--- src/design/gzhp_pkg.sv ---
// gzhp_pkg: shared types, codes and helpers for the gzip header parser.
// No dependencies; imported by gzhp_step, gzip_header_parser and gzhp_checker.
`timescale 1ns / 1ps

package gzhp_pkg;

  localparam int unsigned LengthBitsDef = 20;

  localparam logic [7:0] Magic0      = 8'h1f;
  localparam logic [7:0] Magic1      = 8'h8b;
  localparam logic [7:0] MethodDefl  = 8'h08;
  localparam logic [7:0] ReservedMsk = 8'hE0;
  localparam logic [4:0] FlagExtra   = 5'h04;
  localparam logic [4:0] FlagName    = 5'h08;
  localparam logic [4:0] FlagComment = 5'h10;
  localparam logic [4:0] FlagHcrc    = 5'h02;

  // indices of the fixed-header bytes: magic, method, flags, time and the last one
  localparam logic [3:0] IdxMagic0 = 4'd0;
  localparam logic [3:0] IdxMagic1 = 4'd1;
  localparam logic [3:0] IdxMethod = 4'd2;
  localparam logic [3:0] IdxFlags  = 4'd3;
  localparam logic [3:0] IdxTime0  = 4'd4;
  localparam logic [3:0] IdxTime3  = 4'd7;
  localparam logic [3:0] IdxLast   = 4'd9;

  typedef enum logic [3:0] {
    PhFixed   = 4'd0,
    PhXlo     = 4'd1,
    PhXhi     = 4'd2,
    PhXskip   = 4'd3,
    PhName    = 4'd4,
    PhComment = 4'd5,
    PhCrc0    = 4'd6,
    PhCrc1    = 4'd7,
    PhIdle    = 4'd8
  } phase_e;

  typedef enum logic [2:0] {
    SecExtra   = 3'd0,
    SecName    = 3'd1,
    SecComment = 3'd2,
    SecCrc     = 3'd3,
    SecEnd     = 3'd4
  } sec_e;

  typedef enum logic [2:0] {
    StOk       = 3'd0,
    StMagic    = 3'd1,
    StMethod   = 3'd2,
    StReserved = 3'd3,
    StTrunc    = 3'd4
  } status_e;

  typedef struct packed {
    phase_e      phase;
    logic [3:0]  fixed_index;
    logic [4:0]  flags;
    logic [31:0] time_store;
    logic [7:0]  extra_low;
    logic [15:0] extra_left;
  } parse_state_t;

  typedef struct packed {
    logic        valid;
    status_e     status;
    logic [31:0] mod_time;
    logic [4:0]  flag_bits;
  } parse_res_t;

  localparam parse_state_t StateReset = '{
    phase:       PhFixed,
    fixed_index: 4'd0,
    flags:       5'd0,
    time_store:  32'd0,
    extra_low:   8'd0,
    extra_left:  16'd0
  };

  // first optional section at or after sec that the flags enable; PhIdle when none
  function automatic phase_e enter_section(sec_e sec, logic [4:0] flags);
    phase_e ph;
    if (sec <= SecExtra && (flags & FlagExtra) != 5'd0) begin
      ph = PhXlo;
    end else if (sec <= SecName && (flags & FlagName) != 5'd0) begin
      ph = PhName;
    end else if (sec <= SecComment && (flags & FlagComment) != 5'd0) begin
      ph = PhComment;
    end else if (sec <= SecCrc && (flags & FlagHcrc) != 5'd0) begin
      ph = PhCrc0;
    end else begin
      ph = PhIdle;
    end
    return ph;
  endfunction

endpackage

--- src/design/gzip_header_parser.sv ---
// gzip_header_parser: top level, byte stream in, one header summary per file out.
// Depends on gzhp_pkg and gzhp_step.
//
//   channel  dir  handshake                payload
//   in       in   in_valid_i / in_stall_o  data_byte_i, last_byte_i
//   out      out  out_valid_o / out_stall_i status_o, mod_time_o, flag_bits_o,
//                                          header_length_o
//
// One byte per cycle while in_stall_o is low; each byte passes through the step logic
// into the parse state and result registers. A result appears on the cycle after the
// byte that completes the header, shows an error, or marks end of file.
// Reset puts the parser at the first magic byte with an empty result register.
// in_stall_o rises only while a result is held and out_stall_i is high.
`timescale 1ns / 1ps

module gzip_header_parser import gzhp_pkg::*; #(
  parameter int unsigned LENGTH_BITS = LengthBitsDef
) (
  input  logic                   clk_i,
  input  logic                   rst_ni,
  input  logic                   in_valid_i,
  output logic                   in_stall_o,
  input  logic [7:0]             data_byte_i,
  input  logic                   last_byte_i,
  output logic                   out_valid_o,
  input  logic                   out_stall_i,
  output logic [2:0]             status_o,
  output logic [31:0]            mod_time_o,
  output logic [4:0]             flag_bits_o,
  output logic [LENGTH_BITS-1:0] header_length_o
);

  parse_state_t           state_q, state_d;
  logic [LENGTH_BITS-1:0] length_q, length_d;
  parse_res_t             res;
  logic                   accept;
  logic                   out_valid_q, out_valid_d;
  status_e                status_q;
  logic [31:0]            time_q;
  logic [4:0]             flags_q;
  logic [LENGTH_BITS-1:0] hlen_q;

  gzhp_step #(.LENGTH_BITS(LENGTH_BITS)) u_step (
    .state_i     (state_q),
    .length_i    (length_q),
    .data_byte_i (data_byte_i),
    .last_byte_i (last_byte_i),
    .state_o     (state_d),
    .length_o    (length_d),
    .res_o       (res)
  );

  assign in_stall_o = out_valid_q & out_stall_i;
  assign accept     = in_valid_i & ~in_stall_o;

  always_comb begin
    out_valid_d = out_valid_q;
    if (out_valid_q && !out_stall_i) begin
      out_valid_d = 1'b0;
    end
    if (accept && res.valid) begin
      out_valid_d = 1'b1;
    end
  end

  always_ff @(posedge clk_i or negedge rst_ni) begin
    if (!rst_ni) begin
      state_q     <= StateReset;
      length_q    <= '0;
      out_valid_q <= 1'b0;
    end else begin
      out_valid_q <= out_valid_d;
      if (accept) begin
        state_q  <= state_d;
        length_q <= length_d;
      end
    end
  end

  // result payload; header length is the count after this byte
  always_ff @(posedge clk_i) begin
    if (accept && res.valid) begin
      status_q <= res.status;
      time_q   <= res.mod_time;
      flags_q  <= res.flag_bits;
      hlen_q   <= (length_q != {LENGTH_BITS{1'b1}} && state_q.phase != PhIdle)
                  ? length_q + LENGTH_BITS'(1) : length_q;
    end
  end

  assign out_valid_o     = out_valid_q;
  assign status_o        = status_q;
  assign mod_time_o      = time_q;
  assign flag_bits_o     = flags_q;
  assign header_length_o = hlen_q;

endmodule

--- src/design/gzhp_step.sv ---
// gzhp_step: next-state and result logic for one header byte.
// Depends on gzhp_pkg.
`timescale 1ns / 1ps

module gzhp_step import gzhp_pkg::*; #(
  parameter int unsigned LENGTH_BITS = LengthBitsDef
) (
  input  parse_state_t           state_i,
  input  logic [LENGTH_BITS-1:0] length_i,
  input  logic [7:0]             data_byte_i,
  input  logic                   last_byte_i,
  output parse_state_t           state_o,
  output logic [LENGTH_BITS-1:0] length_o,
  output parse_res_t             res_o
);

  parse_state_t           st;
  logic [LENGTH_BITS-1:0] len;
  logic [15:0]            xlen;
  status_e                err;
  logic                   done;

  always_comb begin
    st   = state_i;
    len  = length_i;
    err  = StOk;
    done = 1'b0;
    xlen = {data_byte_i, state_i.extra_low};

    if (state_i.phase != PhIdle && length_i != {LENGTH_BITS{1'b1}}) begin
      len = length_i + LENGTH_BITS'(1);
    end

    case (state_i.phase)
      PhFixed: begin
        if (state_i.fixed_index == IdxMagic0 && data_byte_i != Magic0) begin
          err = StMagic;
        end else if (state_i.fixed_index == IdxMagic1 && data_byte_i != Magic1) begin
          err = StMagic;
        end else if (state_i.fixed_index == IdxMethod && data_byte_i != MethodDefl) begin
          err = StMethod;
        end else if (state_i.fixed_index == IdxFlags) begin
          if ((data_byte_i & ReservedMsk) != 8'd0) begin
            err = StReserved;
          end else begin
            st.flags = data_byte_i[4:0];
          end
        end else if (state_i.fixed_index >= IdxTime0 && state_i.fixed_index <= IdxTime3) begin
          st.time_store = {data_byte_i, state_i.time_store[31:8]};
        end
        if (err == StOk) begin
          if (state_i.fixed_index >= IdxLast) begin
            st.phase = enter_section(SecExtra, st.flags);
            done     = (st.phase == PhIdle);
          end else begin
            st.fixed_index = state_i.fixed_index + 4'd1;
          end
        end
      end
      PhXlo: begin
        st.extra_low = data_byte_i;
        st.phase     = PhXhi;
      end
      PhXhi: begin
        st.extra_left = xlen;
        if (xlen == 16'd0) begin
          st.phase = enter_section(SecName, state_i.flags);
          done     = (st.phase == PhIdle);
        end else begin
          st.phase = PhXskip;
        end
      end
      PhXskip: begin
        st.extra_left = state_i.extra_left - 16'd1;
        if (st.extra_left == 16'd0) begin
          st.phase = enter_section(SecName, state_i.flags);
          done     = (st.phase == PhIdle);
        end
      end
      PhName: begin
        if (data_byte_i == 8'd0) begin
          st.phase = enter_section(SecComment, state_i.flags);
          done     = (st.phase == PhIdle);
        end
      end
      PhComment: begin
        if (data_byte_i == 8'd0) begin
          st.phase = enter_section(SecCrc, state_i.flags);
          done     = (st.phase == PhIdle);
        end
      end
      PhCrc0: begin
        st.phase = PhCrc1;
      end
      PhCrc1: begin
        st.phase = enter_section(SecEnd, state_i.flags);
        done     = (st.phase == PhIdle);
      end
      default: begin
        st.phase = PhIdle;
      end
    endcase

    res_o = '{valid: 1'b0, status: StOk, mod_time: 32'd0, flag_bits: 5'd0};
    if (err != StOk) begin
      st.phase = PhIdle;
      res_o    = '{valid: 1'b1, status: err, mod_time: 32'd0, flag_bits: 5'd0};
    end else if (done) begin
      res_o = '{valid: 1'b1, status: StOk, mod_time: st.time_store, flag_bits: st.flags};
    end

    length_o = len;
    if (last_byte_i) begin
      if (!res_o.valid && st.phase != PhIdle) begin
        res_o = '{valid: 1'b1, status: StTrunc, mod_time: 32'd0, flag_bits: 5'd0};
      end
      st       = StateReset;
      length_o = '0;
    end
    state_o = st;
  end

endmodule

--- config.mk ---
export PLATFORM = sky130hd
export DESIGN_NAME = gzip_header_parser
export DESIGN_NICKNAME = d
export VERILOG_FILES = /design/src/design/gzhp_pkg.sv /design/src/design/gzip_header_parser.sv /design/src/design/gzhp_step.sv
export SDC_FILE = /design/constraint.sdc
export NUM_CORES = 1
export LEC_CHECK = 0
export CORE_MARGIN = 2
export CORE_UTILIZATION = 60
export CTS_BUF_LIST = sky130_fd_sc_hd__clkbuf_8
export DETAILED_ROUTE_END_ITERATION = 12
export DONT_BUFFER_PORTS = 1
export GPL_TIMING_DRIVEN = 0
export PLACE_DENSITY = 0.78
export SLEW_MARGIN = 20
export SYNTH_ARGS = -nofsm -noshare
export SYNTH_HDL_FRONTEND = slang
export SYNTH_SLANG_ARGS = --single-unit
--- constraint.sdc ---
create_clock -name clk_i -period 6.04 [get_ports clk_i]
set_clock_uncertainty 0.1 [all_clocks]
set_input_delay 1.208 -clock clk_i [delete_from_list [all_inputs] [get_ports clk_i]]
set_output_delay 1.208 -clock clk_i [all_outputs]
set_load 0.05 [all_outputs]
==> results of run 1 <==
-- worst max-delay path, cell delays in order (launching register included) --
cell and delay (ps):
dfrtp_1 390, clkbuf_1 190, inv_1 90, ha_1 140, clkbuf_1 260, nor4b_1 470, nand4_1 170, xor2_1 250
nand3_1 90, or4_1 440, clkbuf_1 190, buf_2 230, a21oi_4 610, buf_16 250
-- routing by layer --
metal  global-route usage  vias up
li1                     -     2986
met1                0.397     3204
met2                0.483      273
met3               0.0560       38
met4                0.109        0
met5                    0        -
-- cells by family after synthesis --
| group | synth area share |
|---|---|
| xor gates and xnor gates | 0.0331 |
| and+or+nand+nor | 0.150 |
| DFF | 0.511 |
| buffers and inverters | 0.0438 |
| muxes | 0.0482 |
| adders and majority gates | 0.0110 |
| AOI/OAI and AO/OA | 0.203 |
-- power by group --
part	switching, mW	total, mW	internal (mW)	leakage [nW]
clock network	0.385	0.841	0.457	0.211
registers	0.478	1.76	1.28	1.82
logic	0.563	0.927	0.364	1.48
-- how the worst min path moves through the flow --
stage | start | endpoint | slack, ps | cells after the start
6_report | rst_ni | state_q[5] | 340 | 0
5_1_grt | rst_ni | state_q[7] | 310 | 0
4_1_cts | rst_ni | state_q[12] | 320 | 0
3_5_place_dp | state_q[27] | state_q[27] | 400 | 2
3_3_place_gp | state_q[28] | state_q[28] | 380 | 2
2_1_floorplan | state_q[24] | state_q[24] | 370 | 2
-- placed cells by master (no fill, tap or decap), drive strengths merged, types with 14 or more instances in the layout --
cell    instances
dfrtp          90
a21oi          70
o21ai          70
clkbuf         68
nand2          64
edfxtp         60
nor2           44
mux2i          36
a22oi          35
a22o           28
nand3          22
xnor2          22
nor3           22
buf            21
inv            16
o31ai          15
a31oi          14
-- flip-flops by register name (all words and copies together), names as in the netlist --
signal / cells
state_q: 69
mod_time_o: 32
header_length_o: 20
length_q: 20
flag_bits_o: 5
status_o: 3
out_valid_o: 1
-- metrics by stage --
step	cells	hold WS [ps]	total power, mW	util	instance area (sq um)
after floorplan	792	371	2.43	-	7940
after global placement	968	384	2.63	0.624	8160
after detailed placement	970	402	2.69	0.628	8220
after CTS	1002	321	3.52	0.661	8650
after global routing	1002	310	3.70	0.661	8650
final	1002	337	3.53	0.661	8650
-- final cells by class --
cell class	instances	area (sq um)	share of cell area
multi-input combinational	559	3550	0.410
clock buffer	18	248	0.0286
clock inverter	14	181	0.0210
buffer	69	295	0.0341
inverter	14	52.6	0.00607
sequential	150	4050	0.469
tap	176	220	0.0255
timing repair buffer	2	55.1	0.00636
==> run_results.csv, run 1 <==
group,metric,value,unit
cells_and_area,nets,833,
clocking,clk_pin_slew_worst_paths,90,ps
synthesis,synth.most_common_cell,"dfrtp_1",
die,io_pins,75,
grt,overflow,0,
placement,pre_cts_slack,1760,ps
synthesis,yosysWarnings,0,
worst_setup_path,rr_worst_depth,13,
sta,hold_viol,0,
clocking,insertion_delay,460,ps
grt,grt_pass1_wl,33000,um
placement,place_congestion,0.911,
synthesis,yosysUniqueCellTypes,66,
sta,setup-violations-final,0,
detailed_routing,drt_iter0_markers,747,
sta,fmax,0.239,GHz
run_status,status,"completed",
cells_and_area,num_antenna_cells,0,
pwr,powerDensity,408,nW/um^2
cells_and_area,area_growth,9.02,%
clocking,post_cts_buffers,0,
worst_setup_path,critPathMaxFanout,27,
synthesis,synthTopCellsByArea,"dfrtp_1, edfxtp_1, mux2i_1, a21oi_1, o21ai_0",
worst_setup_path,timing.rr.end,"status_o[0]",
synthesis,synthArstFlopShare,0.600,
grt,grt_pass1_vias,6296,
die,die_area,14200,sq um
worst_setup_path,worstSetupStartpointType,"flop",
grt,grt_max_degree,91,
detailed_routing,routed_wl,20100,um
die,die_width,119,um
synthesis,ys_dominant_reg_cell,"dfrtp_1",
detailed_routing,drtPass1Iterations,6,
die,initial_utilization,0.607,
clocking,h-tree-depth,4,
detailed_routing,wl_met3,1360,um
worst_setup_path,path_class,"flop to flop",
detailed_routing,routed-wl-met2,9950,um
synthesis,ys_seq_area_frac,0.511,
detailed_routing,postRouteAntennaNets,0,
worst_setup_path,endpoint_kind,"flop",
worst_hold_path,hp-class,"input pin to asynchronous set/reset pin",
grt,grt_antenna_before_repair,0,
clocking,clock_path_buffers,2,
clocking,postCtsResizedCells,0,
synthesis,synth_commonest_cells,"dfrtp_1, a21oi_1, o21ai_0",
flow_run,maxCapViolCount,0,
clocking,holdBufCountCts,0,
cells_and_area,drive_gt1_frac,0.0775,
sta,slew_violations,0,
detailed_routing,via_count,6501,
grt,grtUsageTotal,0.296,
pwr,peakVddDrop,202,uV
placement,dp_hpwl,14100,um
die,num_rows,42,
worst_setup_path,crit_end,"status_o[0]",
sta,worst-slew-pin-transition,757,ps
worst_setup_path,worstPathArrival,4250,ps
sta,grt_setup_unrepaired,"no",
clocking,cts_tree,"yes",
clocking,cts_root_buf,"clkbuf_8",
detailed_routing,routedWlPerCell,20.1,um
detailed_routing,m1WireLength,8440,um
sta,max-slew-margin-rel,0.491,
worst_setup_path,rrSetupSlack,1850,ps
sta,worst_slack,1850,ps
worst_setup_path,cp.required,6100,ps
synthesis,ys_seq_elements,150,
detailed_routing,drc,0,
detailed_routing,avgViaCountPerCell,6.49,
clocking,numClockSinks,150,
synthesis,synth_area_leader_cell,"dfrtp_1",
worst_setup_path,cp-startpoint,"state_q[0]",
synthesis,synth_top_area_share,0.284,
sta,period_share,0.694,
synthesis,avgSynthCellArea,10.0,sq um
synthesis,netlist_area,7940,sq um
clocking,cts_made_buffers,17,
sta,tns,0,ps
pwr,p_leak,3.51,nW
detailed_routing,highest_layer,"met4",
die,die_h,119,um
synthesis,synthCells,792,
synthesis,synth_edf_count,60,
placement,port_buffers,0,
sta,period_minus_slack,4190,ps
cells_and_area,fillCellCount,1010,
die,core,13100,sq um
worst_setup_path,reg2reg_from,"state_q[0]",
synthesis,syn_nets,812,
(Power assumes the default switching activity.)
==> run 2, diff against run 1 <==
ABC_AREA = 1   (was unset)
CORE_UTILIZATION = 65   (was 60)
PLACE_DENSITY = 0.8   (was 0.78)
clock period = 4.2 ns   (was 6.04 ns; I/O delays follow)
==> run_results.csv, run 2 <==
group,metric,value,unit
run_status,status,"completed",
sta,period_minus_slack,3170,ps
synthesis,avgSynthCellArea,8.76,sq um
clocking,h-tree-depth,4,
worst_hold_path,hp-class,"input pin to asynchronous set/reset pin",
cells_and_area,mostFrequentLayoutCells,"nand2_1, inv_1, dfrtp_1",
worst_setup_path,critPathMaxFanout,42,
synthesis,synthCells,913,
detailed_routing,postRouteAntennaNets,0,
cells_and_area,drive_gt1_frac,0.138,
die,core,12000,sq um
grt,grt_antenna_before_repair,0,
worst_setup_path,rr_worst_depth,15,
sta,setup-violations-final,0,
grt,grt_pass1_vias,6348,
grt,grtUsageTotal,0.300,
cells_and_area,layout_commonest_cell,"nand2_1",
sta,period_share,0.756,
pwr,power.total,4.68,mW
synthesis,ys_seq_area_frac,0.507,
detailed_routing,drtPass1Iterations,5,
synthesis,synth.most_common_cell,"nand2_1",
worst_setup_path,timing.rr.end,"mod_time_o[25]",
cells_and_area,nets,954,
sta,grt_setup_unrepaired,"no",
worst_setup_path,reg2reg_from,"state_q[0]",
die,die_width,115,um
clocking,clock_path_buffers,2,
synthesis,synth_commonest_cells,"nand2_1, inv_1, dfrtp_1",
worst_setup_path,worstPathArrival,3230,ps
sta,fmax,0.315,GHz
cells_and_area,largest_reg_flops,69,
clocking,cts_root_buf,"clkbuf_8",
placement,dp_hpwl,13600,um
die,num_rows,40,
synthesis,yosysUniqueCellTypes,42,
placement,port_buffers,0,
worst_setup_path,path_class,"flop to flop",
cells_and_area,utilization,0.717,
worst_setup_path,endpoint_kind,"flop",
detailed_routing,drt_iter0_markers,624,
synthesis,synth_edf_count,60,
placement,dp_cells,1061,
worst_setup_path,cp.required,4250,ps
detailed_routing,routed-wl-met2,9120,um
sta,worst-slew-pin-transition,628,ps
detailed_routing,routed_wl,18700,um
sta,slew_violations,0,
worst_setup_path,worstSetupStartpointType,"flop",
synthesis,yosysWarnings,0,
clocking,numClockSinks,150,
grt,grt_max_degree,91,
synthesis,synth_top_area_share,0.282,
cells_and_area,fillCellCount,878,
synthesis,syn_nets,933,
grt,overflow,0,
die,die_h,115,um
detailed_routing,avgViaCountPerCell,5.96,
detailed_routing,highest_layer,"met4",
cells_and_area,num_antenna_cells,0,
detailed_routing,via_count,6516,
grt,grt_pass1_wl,30800,um
pwr,powerDensity,543,nW/um^2
clocking,clk_pin_slew_worst_paths,80,ps
clocking,cts_made_buffers,17,
placement,place_congestion,1.02,
cells_and_area,multi_input_area,3260,sq um
synthesis,synth_area_leader_cell,"dfrtp_1",
cells_and_area,area_growth,7.75,%
worst_setup_path,rrSetupSlack,1030,ps
synthesis,ys_dominant_reg_cell,"dfrtp_1",
synthesis,synthArstFlopShare,0.600,
cells_and_area,top_register,"state_q",
die,initial_utilization,0.666,
synthesis,synthTopCellsByArea,"dfrtp_1, edfxtp_1, nand2_1, inv_1, nor2_4",
synthesis,netlist_area,8000,sq um
clocking,cts_tree,"yes",
clocking,insertion_delay,460,ps
detailed_routing,drc,0,
sta,max-slew-margin-rel,0.581,
pwr,peakVddDrop,269,uV
detailed_routing,wl_met3,1240,um
cells_and_area,area.sequential,4050,sq um
die,io_pins,75,
synthesis,ys_seq_elements,150,
detailed_routing,m1WireLength,8020,um
cells_and_area,stdcell_count,1094,
die,die_area,13200,sq um
pwr,p_leak,3.57,nW
flow_run,maxCapViolCount,0,
sta,hold_viol,0,
detailed_routing,routedWlPerCell,17.1,um
[run 2: cell types whose count changed after synthesis, sizes merged, moves of 21 or more]
| cell | change |
|---|---|
| a22oi | -35 |
| xnor2 | -21 |
| a22o | -26 |
| mux2i | -36 |
| nand2 | +114 |
| inv | +122 |
| nand3 | +23 |
| o21ai | +27 |
| o22ai | +49 |
| clkbuf | -34 |
| nor2 | +83 |
| a21oi | -47 |
[run 2: critical path: stages, from the launching register on]
cell     delay (ps)
dfrtp_1         430
inv_2           130
ha_1            250
nand2_2         150
nor2_4          180
nor2_1           50
nor2_1          140
nand3_1         100
nor2_2          120
nand3_2         130
nand2_2         100
nand3_4          80
nand4_1         110
nand3_1         110
inv_2           380
buf_12          280
[run 2: cell type report]
type	count	share of cell area
inverter	137	0.0603
tap	147	0.0213
sequential	150	0.471
clock inverter	15	0.0179
multi-input combinational	599	0.379
timing repair buffer	2	0.00552
buffer	27	0.0186
clock buffer	17	0.0272
[run 2: stage by stage]
| stage | setup TNS [ps] | cell area (sq um) | setup WS (ps) | hold WS (ps) |
|---|---|---|---|---|
| after floorplan | 0 | 8000 | 502 | 348 |
| after global placement | -12030 | 8180 | -209 | 364 |
| after detailed placement | 0 | 8200 | 719 | 373 |
| after CTS | 0 | 8620 | 1020 | 197 |
| after global routing | 0 | 8620 | 699 | 213 |
| final | 0 | 8620 | 1030 | 177 |
[run 2: worst max path at each step]
stage,from,to,slack (ps),cells past startpoint
3_3_place_gp,data_byte_i[0],mod_time_o[26],-210,9
2_1_floorplan,data_byte_i[0],flag_bits_o[0],500,15
6_report,state_q[0],mod_time_o[25],1030,15
3_5_place_dp,data_byte_i[0],mod_time_o[26],720,16
4_1_cts,state_q[0],mod_time_o[25],1020,15
5_1_grt,state_q[0],mod_time_o[25],700,15
[run 2: cell families after synthesis]
family / after synthesis / share of synthesized area
simple gates: 390 / 0.249
buf+inv: 164 / 0.0850
compound gates: 182 / 0.126
flops: 150 / 0.507
xor+xnor: 20 / 0.0219
fa+ha+maj: 7 / 0.0110
[run 2: what timing repair did]
action,in CTS,in global routing
hold buffers,1,0
hold endpoints to repair,90,0
buffers inserted,0,0
gates resized for setup,0,0
[run 2: power by group]
group	internal [mW]	total, mW	switching, mW
sequential	1.83	2.51	0.677
clock	0.529	1.09	0.563
combinational	0.307	1.08	0.771
[run 2: per-layer routing]
layer | GRT usage | up-vias
met4 | 0.108 | 0
met2 | 0.484 | 257
met5 | 0 | -
li1 | - | 3078
met1 | 0.408 | 3146
met3 | 0.0575 | 35
==> run 3, diff against run 2 <==
ABC_AREA = 0   (was 1)
CORE_UTILIZATION = 60   (was 65)
PLACE_DENSITY = 0.78   (was 0.8)
clock period = 2.6 ns   (was 4.2 ns; I/O delays follow)
==> run_results.csv, run 3 (synthesis gave the netlist of run 1 again) <==
group,metric,value,unit
cells_and_area,stdcell_count,1037,
worst_hold_path,hp-class,"input pin to asynchronous set/reset pin",
die,io_pins,75,
sta,fin_hold_ws,-350,ps
pwr,clockPowerShare,0.210,
clocking,cts_tree,"yes",
cells_and_area,mostFrequentLayoutCells,"dfrtp_1, o21ai_0, nand2_1",
placement,place_congestion,0.932,
die,num_rows,42,
clocking,cts_made_buffers,17,
pwr,combPwrFrac,0.317,
clocking,numClockSinks,150,
grt,grt_antenna_before_repair,0,
detailed_routing,highest_layer,"met4",
pwr,seqPwrFrac,0.473,
cells_and_area,multi_input_area,3870,sq um
cells_and_area,area.sequential,4060,sq um
clocking,h-tree-depth,4,
cells_and_area,nets,868,
worst_setup_path,endpoint_kind,"flop",
cells_and_area,num_antenna_cells,0,
detailed_routing,via_count,6859,
cells_and_area,drive_gt1_frac,0.199,
die,die_width,119,um
pwr,intPower,5.17,mW
worst_setup_path,rrSetupSlack,-480,ps
cells_and_area,largest_reg_flops,69,
detailed_routing,postRouteAntennaNets,0,
die,die_area,14200,sq um
cells_and_area,area_growth,20.1,%
detailed_routing,routed_wl,22400,um
run_status,violations,"negative hold slack, negative setup slack",
worst_setup_path,worstPathArrival,3160,ps
sta,hold_viol,90,
die,initial_utilization,0.607,
worst_setup_path,timing.rr.end,"header_length_o[12]",
detailed_routing,m1WireLength,8970,um
worst_setup_path,reg2reg_from,"state_q[0]",
worst_setup_path,critPathMaxFanout,7,
worst_setup_path,rr_worst_depth,13,
detailed_routing,drtPass1Iterations,6,
sta,grt_setup_unrepaired,"yes",
grt,grtUsageTotal,0.315,
worst_setup_path,worstSetupStartpointType,"flop",
detailed_routing,drc,0,
placement,port_buffers,0,
sta,period_minus_slack,3080,ps
detailed_routing,wl_met3,1790,um
die,core,13100,sq um
flow_run,maxCapViolCount,0,
pwr,peakVddDrop,493,uV
sta,period_share,1.19,
worst_setup_path,path_class,"flop to flop",
sta,fmax,0.324,GHz
pwr,p_leak,3.87,nW
grt,overflow,0,
grt,grt_pass1_wl,35000,um
detailed_routing,routedWlPerCell,21.6,um
clocking,insertion_delay,470,ps
run_status,status,"finished, violations left",
cells_and_area,fillCellCount,868,
placement,dp_cells,970,
placement,dp_hpwl,13900,um
cells_and_area,layout_commonest_cell,"dfrtp_1",
sta,slew_violations,0,
detailed_routing,routed-wl-met2,11000,um
pwr,switching_share,0.406,
worst_setup_path,cp.required,2680,ps
detailed_routing,drt_iter0_markers,803,
clocking,clk_pin_slew_worst_paths,90,ps
die,die_h,119,um
sta,worst_slack,-482,ps
detailed_routing,avgViaCountPerCell,6.61,
clocking,cts_root_buf,"clkbuf_8",
sta,setup-violations-final,99,
sta,max-slew-margin-rel,0.522,
clocking,clock_path_buffers,2,
pwr,powerDensity,914,nW/um^2
cells_and_area,top_register,"state_q",
pwr,power_switching,3.54,mW
cells_and_area,utilization,0.729,
grt,grt_pass1_vias,6637,
grt,grt_max_degree,91,
sta,worst-slew-pin-transition,718,ps
run 3: critical path, stage by stage, from the launching register on:
cell and delay [ps]:
dfrtp_1 390, clkbuf_8 140, inv_4 50, ha_4 150, nor4b_4 250, nand4_1 200
xor2_2 240, nand3_1 80, or4_4 450, buf_8 150, a21oi_4 180, buf_12 150
buf_12 120, buf_16 110
run 3: through the flow:
stage,setup TNS [ps],power [mW],hold slack (ps),area (sq um),worst slack (ps)
finish,-38360,8.71,-350,9530,-482
global placement,-131800,6.14,129,8210,-1850
detailed placement,-87960,6.28,127,8270,-1160
CTS,-46060,8.43,-375,9360,-608
global route,-49740,9.05,-363,9530,-599
floorplan,-63990,5.66,124,7990,-1070
run 3: how the worst max path moves through the flow:
stage | to | slack, ps | from | cells past startpoint
after global routing | header_length_o[12] | -600 | state_q[0] | 13
after global placement | mod_time_o[15] | -1850 | data_byte_i[6] | 7
after detailed placement | mod_time_o[14] | -1160 | data_byte_i[6] | 8
final | header_length_o[12] | -480 | state_q[0] | 13
after floorplan | flag_bits_o[0] | -1070 | state_q[0] | 12
after CTS | mod_time_o[20] | -610 | state_q[0] | 15
run 3: metal layers:
metal  GRT usage  vias to the layer above
met1       0.416                     3373
met2       0.511                      366
met4       0.128                        0
li1            -                     3048
met3      0.0618                       72
met5           0                        -
run 3: timing repair:
action / 4_1_cts / 5_1_grt
setup buffers: 26 / 5
setup endpoints to repair: 135 / 163
resized for setup: 91 / 35
cloned: 6 / 3
pin swaps: 36 / 6
hold endpoints to repair: 90 / 90
run 3: power groups by stage:
stage	logic [mW]	registers [mW]	clock network, mW
final	2.76	4.12	1.83
after global routing	2.98	4.16	1.92
after CTS	2.51	4.09	1.83
after detailed placement	2.16	4.13	0
after global placement	2.02	4.12	0
after floorplan	1.65	4.02	0
run 3: area by class of cell:
cell class / instances / share of cell area
sequential: 150 / 0.425
multi-input combinational: 559 / 0.406
timing repair buffer: 41 / 0.0613
buffer: 65 / 0.0370
clock buffer: 18 / 0.0260
tap: 176 / 0.0231
clock inverter: 14 / 0.0151
inverter: 14 / 0.00577
